**src/rtl/mhpq_pkg.sv**
```systemverilog
`default_nettype none

package mhpq_pkg;

    localparam int MHPQ_CAPACITY = 1024;
    localparam int VALUE_W       = 31;
    localparam int STATUS_W      = 2;
    localparam int USED_W        = 11;

    // action codes
    localparam logic ACT_PUSH = 1'b0;
    localparam logic ACT_POP  = 1'b1;

    // result status codes
    typedef enum logic [STATUS_W-1:0] {
        ST_PUSHED    = 2'd0,
        ST_POPPED    = 2'd1,
        ST_POP_EMPTY = 2'd2,
        ST_PUSH_FULL = 2'd3
    } status_t;

    // controller states
    typedef enum logic [2:0] {
        S_IDLE,
        S_UP_TEST,
        S_UP_CMP,
        S_POP_RD,
        S_POP_LD,
        S_DN_TEST,
        S_DN_CMP,
        S_OUT
    } state_t;

    // controller to datapath
    typedef struct packed {
        logic accept;    // take the input item
        logic up_rd;     // read parent of hole
        logic up_move;   // parent drops into hole, hole climbs
        logic up_place;  // new value lands in hole
        logic pop_rd;    // read root and last entry, shrink count
        logic pop_ld;    // capture root as result, last entry as moving value
        logic dn_rd;     // read both children of hole
        logic dn_move;   // larger child rises into hole, hole descends
        logic dn_place;  // moving value lands in hole
        logic out_load;  // load result register
    } cmd_t;

    // datapath to controller
    typedef struct packed {
        logic full;
        logic empty;
        logic up_root;
        logic up_gt;
        logic dn_has_child;
        logic dn_gt;
        logic out_free;
    } dp_status_t;

endpackage

`default_nettype wire

```
**src/rtl/mhpq_ctrl.sv**
```systemverilog
`default_nettype none

module mhpq_ctrl
(
    input  wire logic                 clk,
    input  wire logic                 rst_n,
    input  wire logic                 in_valid,
    input  wire logic                 action,
    input  wire mhpq_pkg::dp_status_t stat,
    output mhpq_pkg::cmd_t            cmd,
    output logic                      in_stall
);

    mhpq_pkg::state_t state_reg;
    mhpq_pkg::state_t state_next;

    // state register
    always_ff @(posedge clk or negedge rst_n)
    begin
        if (!rst_n)
        begin
            state_reg <= mhpq_pkg::S_IDLE;
        end
        else
        begin
            state_reg <= state_next;
        end
    end

    // next state
    always_comb
    begin
        state_next = state_reg;
        unique case (state_reg)
            mhpq_pkg::S_IDLE:
            begin
                if (in_valid)
                begin
                    if (action == mhpq_pkg::ACT_PUSH)
                    begin
                        state_next = stat.full ? mhpq_pkg::S_OUT : mhpq_pkg::S_UP_TEST;
                    end
                    else
                    begin
                        state_next = stat.empty ? mhpq_pkg::S_OUT : mhpq_pkg::S_POP_RD;
                    end
                end
            end
            mhpq_pkg::S_UP_TEST:
            begin
                state_next = stat.up_root ? mhpq_pkg::S_OUT : mhpq_pkg::S_UP_CMP;
            end
            mhpq_pkg::S_UP_CMP:
            begin
                state_next = stat.up_gt ? mhpq_pkg::S_UP_TEST : mhpq_pkg::S_OUT;
            end
            mhpq_pkg::S_POP_RD:
            begin
                state_next = mhpq_pkg::S_POP_LD;
            end
            mhpq_pkg::S_POP_LD:
            begin
                state_next = mhpq_pkg::S_DN_TEST;
            end
            mhpq_pkg::S_DN_TEST:
            begin
                state_next = stat.dn_has_child ? mhpq_pkg::S_DN_CMP : mhpq_pkg::S_OUT;
            end
            mhpq_pkg::S_DN_CMP:
            begin
                state_next = stat.dn_gt ? mhpq_pkg::S_DN_TEST : mhpq_pkg::S_OUT;
            end
            mhpq_pkg::S_OUT:
            begin
                if (stat.out_free)
                begin
                    state_next = mhpq_pkg::S_IDLE;
                end
            end
            default:
            begin
                state_next = mhpq_pkg::S_IDLE;
            end
        endcase
    end

    // command outputs
    always_comb
    begin
        cmd      = '0;
        in_stall = (state_reg != mhpq_pkg::S_IDLE);
        unique case (state_reg)
            mhpq_pkg::S_IDLE:
            begin
                cmd.accept = in_valid;
            end
            mhpq_pkg::S_UP_TEST:
            begin
                cmd.up_place = stat.up_root;
                cmd.up_rd    = !stat.up_root;
            end
            mhpq_pkg::S_UP_CMP:
            begin
                cmd.up_move  = stat.up_gt;
                cmd.up_place = !stat.up_gt;
            end
            mhpq_pkg::S_POP_RD:
            begin
                cmd.pop_rd = 1'b1;
            end
            mhpq_pkg::S_POP_LD:
            begin
                cmd.pop_ld = 1'b1;
            end
            mhpq_pkg::S_DN_TEST:
            begin
                cmd.dn_rd    = stat.dn_has_child;
                cmd.dn_place = !stat.dn_has_child;
            end
            mhpq_pkg::S_DN_CMP:
            begin
                cmd.dn_move  = stat.dn_gt;
                cmd.dn_place = !stat.dn_gt;
            end
            mhpq_pkg::S_OUT:
            begin
                cmd.out_load = stat.out_free;
            end
            default:
            begin
                cmd = '0;
            end
        endcase
    end

endmodule

`default_nettype wire

```
**config.mk**
```make
export PLATFORM = sky130hd
export DESIGN_NAME = mhpq_ctrl
export DESIGN_NICKNAME = d
export VERILOG_FILES = /design/src/rtl/mhpq_pkg.sv /design/src/rtl/mhpq_ctrl.sv
export SDC_FILE = /design/constraint.sdc
export NUM_CORES = 1
export LEC_CHECK = 0
export ABC_AREA = 1
export BUFFER_PORTS_ARGS = -buffer_cell sky130_fd_sc_hd__buf_4
export CELL_PAD_IN_SITES_DETAIL_PLACEMENT = 0
export CELL_PAD_IN_SITES_GLOBAL_PLACEMENT = 1
export CORE_MARGIN = 2
export CORE_UTILIZATION = 23
export CTS_BUF_LIST = sky130_fd_sc_hd__clkbuf_4 sky130_fd_sc_hd__clkbuf_8 sky130_fd_sc_hd__clkbuf_16
export DETAILED_ROUTE_END_ITERATION = 6
export HOLD_SLACK_MARGIN = 0.06
export PLACE_DENSITY_LB_ADDON = 0.08
export SLEW_MARGIN = 20
export SYNTH_ARGS = -nofsm -noshare
export SYNTH_HDL_FRONTEND = slang
export SYNTH_SLANG_ARGS = --single-unit
```
**constraint.sdc**
```tcl
create_clock -name clk -period 1.66 [get_ports clk]
set_clock_uncertainty 0.2 [all_clocks]
set_input_delay 0.249 -clock clk [delete_from_list [all_inputs] [get_ports clk]]
set_output_delay 0.249 -clock clk [all_outputs]
set_load 0.01 [all_outputs]
```
## After elaboration in Yosys (flattened, before gate mapping)

Cells that the tools add are included.

- Latch bits: 0
- Memories: 0
- Word-level logic and storage cells: 37
- Memory bits (read-only): 0
- Memory bits (writable): 0
- Output and inout bits: 11
- Bits in registers: 3
- Input bits: 11

- Reduce and logical (&&, ||, !) cells: 7
- Bitwise gates (word level): 0
- Shifts and indexed selects: 0
- Equality and inequality tests: 9
- Multiplexer cells: 20
- Magnitude comparators: 0
- Divide/modulo/power cells: 0
- $add $sub $neg: 0
- $mul: 0

Operators with widths:

| operator | count |
|---|---|
| 3-bit one-hot mux with 8 select lines | 1 |
| 3-bit two-way mux | 7 |
| 3-bit equality test (second input constant) | 4 |
| 1-bit two-way mux | 9 |
| 3-bit by 2-bit equality test with 1-bit output (second input constant) | 2 |
| 1-bit zero test | 4 |
| 2-bit inequality test (second input constant) | 2 |
| 1-bit one-hot mux with 2 select lines | 2 |
| 3-bit by 1-bit equality test with 1-bit output (second input constant) | 1 |
| 3-bit zero test | 1 |
| 3-bit nonzero test | 1 |
| 2-bit two-way mux | 1 |
| 2-bit AND reduction | 1 |

## Longest topological paths before layout

- Depth after elaboration: 4
- Gate-level depth with buffers: 7
- Depth with buffers taken out: 7

## Worst setup path after synthesis

Ideal clock, no wire load.

- Path kind: reg-to-output
- From: register state_reg[0]
- To: output port cmd[2] (netlist bit)
- Data arrival time: 0.972 ns
- Slack: 0.239 ns
- Cell stages (with the launch flop): 3
- Required time: 1.211 ns
- Buffers on the path: 1
- Path through: dfrtp_1 buf_6 nor4_1

RTL lines:

| what | RTL line | RTL |
|---|---|---|
| start, declared | mhpq_ctrl.sv:14 | `mhpq_pkg::state_t state_reg;` |
| start signal, assigned | mhpq_ctrl.sv:22 | `state_reg <= mhpq_pkg::S_IDLE;` |
| start signal, assigned | mhpq_ctrl.sv:26 | `state_reg <= state_next;` |
| end, declared | mhpq_ctrl.sv:10 | `output mhpq_pkg::cmd_t cmd,` |

==> impl_metrics.ini <==
[worst_setup_path]
critPathBufInv = 2
cp.required_ns = 1.21
critPathSlowestCell = dfrtp_2
cpPeakStageDelay_ns = 0.48
crit_family = flip-flops
start_kind = flop
worstPathMaxFanout = 8
cp-end-kind = output port
path_cells = clkinv_4 > nand4_1 > nand2_2 > buf_6
critPathKind = reg -> out
critical_path_arrival_ns = 1.19

[clock_network]
cts_buffers = 3
clkLatencyLatePin_ns = 0.23
htree_levels = 1
cts.clk_slew.worst_paths_ns = 0.04
cts_tree = built
cts_sinks = 3
cts_root_buffer = clkbuf_4
ctsLongestPathBuffers = 2

[timing]
finalCriticalPeriod_ns = 1.64
setup-violations-final = 0
holdWs_ns = 0.145
finalHoldViolations = 0
clock.fmax_mhz = 608
tightest_slew_ns = 0.219
drv_slew = 0
slew_headroom_pct = 85.4
grt_setup_unrepaired = true
worst_slack_ns = 0.0166
post-route-period-util_pct = 99.0

[die]
die_width_um = 42.0
die_y_um = 42.0
rows = 13
ios = 22
core_area_sq_um = 1330
die_area_sq_um = 1770
floorplan.initialDensity_pct = 25.0

[place]
dpl_cell_area_sq_um = 490
place_congestion = 0.690
place.port_buffers = 21
detailed_place_hpwl_um = 725
dp.cells = 92
pre_cts_ws_ns = 0.170

[finish]
stdcell_area_sq_um = 681
regArea_sq_um = 78.8
area_growth_pct = 105
num-fill-cells = 138
layout.cells.non_filler = 106
largest_reg_flops = 3
drive_gt1_share_pct = 53.8
num_antenna_cells = 0
fin_util_pct = 51.0
nNetsFinal = 103
multi_input_area_sq_um = 258

[synth]
synth_top_area_share_pct = 22.6
synth_cell_type_count = 14
synthArstFlopShare_pct = 100
synth_nets = 69
synthesis.area_sq_um = 333
yosysMostFrequentCell = nand2_1
synth_edf_count = 0
avgSynthCellArea_sq_um = 5.74
ys_ff_latch = 3
synth_commonest_cells = 16 x nand2_1, 9 x inv_1, 9 x nand3_1
synth_cells = 58
yosysWarnings = 0
yosys-top-cells-area = dfrtp_1 23%, nand2_1 18%, nand3_1 14%, inv_1 10%, nor2_1 9.0%
synthFlopType = dfrtp_1
yosys.area.top_type = dfrtp_1
yosysSeqAreaShare_pct = 22.6

[grt]
grt_max_degree = 13
gr-usage-all-layers_pct = 11.1
grt_overflow = 0
grt_pass1_wl_mm = 1.59
grt_pass1_vias = 396
antenna_found_initial = 0

[worst_hold_path]
hold_path_class = in -> async

[routing]
drtPass1Iterations = 3
via_per_inst = 4.39
finalWirelength_mm = 1.06
first_iter_violations = 9
drt.antenna.violating_nets = 0
vias = 465
drc = 0
routedWlPerCell_um = 9.98

[power]
power_density_nw_per_um2 = 1670
vdd_drop_max_v = 0.000955
p_leak_nw = 0.373

[run]
max-cap-violations = 0

[run_status]
outcome = finished, final reports clean
## metal layers
layer	vias up	track usage (%)	part of all wire [%]
met5	-	0	0
met4	0	3.75	0
met3	0	2.16	5.4
met2	12	18.8	46
met1	203	14.1	49
li1	250	-	-
## logic make-up after synthesis
logic type             count (synthesis)  share of synthesized area (%)
AOI/OAI and AO/OA                      1                           2.26
and+or+nand+nor                       41                           56.4
buffers and inverters                 13                           18.8
DFF                                    3                           22.6
## layout by cell type, fill, tap and decap left out
cell / instances
nor2_1: 7
buf_6: 3
nand4_1: 3
clkbuf_4: 4
buf_4: 26
nand3_2: 2
dlygate4sd3_1: 1
inv_1: 9
nor3_2: 2
o21bai_1: 1
clkbuf_2: 1
nand2_2: 2
nor2_4: 2
nor4_4: 2
inv_6: 1
nand3_1: 7
dfrtp_2: 3
clkinv_4: 1
nand2_1: 14
## layout make-up
cell class / count / area share (%)
Sequential cell: 3 / 11.6
Inverter: 11 / 7.54
Multi-Input combinational cell: 42 / 37.9
Clock buffer: 4 / 4.41
Timing Repair Buffer: 31 / 35.8
Tap cell: 15 / 2.76
## timing repair
item / 4_1_cts / 5_1_grt
hold endpoints to repair: 3 / 0
gates resized for setup: 2 / 20
buffers inserted: 1 / 8
endpoints found under the setup margin: 7 / 8
hold buffers: 1 / 0
pin swaps: 0 / 4
## final timing paths
path                               from      endpoint  slack [ns]  cells after the start
min reg2reg                state_reg[1]  state_reg[0]        0.56                      4
max                        state_reg[2]        cmd[6]        0.02                      4
max in group asynchronous         rst_n  state_reg[0]        1.01                      2
min in group clk                stat[0]  state_reg[2]        0.18                      4
max reg2reg                state_reg[2]  state_reg[2]        0.18                      6
min                               rst_n  state_reg[2]        0.15                      2
## metrics by stage
| stage | power, mW | setup TNS (ns) |
|---|---|---|
| 3_5_place_dp | 0.699 | 0 |
| 4_1_cts | 0.874 | -0.0237 |
| 2_1_floorplan | 0.547 | 0 |
| 6_report | 1.14 | 0 |
| 5_1_grt | 1.25 | -0.104 |
| 3_3_place_gp | 0.708 | 0 |
## report_power, final
group / leakage, nW / internal, mW / switching, mW
sequential: 0.0314 / 0.120 / 0.0775
clock: 0.0184 / 0.106 / 0.0366
combinational: 0.323 / 0.380 / 0.417
total: 0.373 / 0.606 / 0.531
Power figures use the tool's default switching activity.
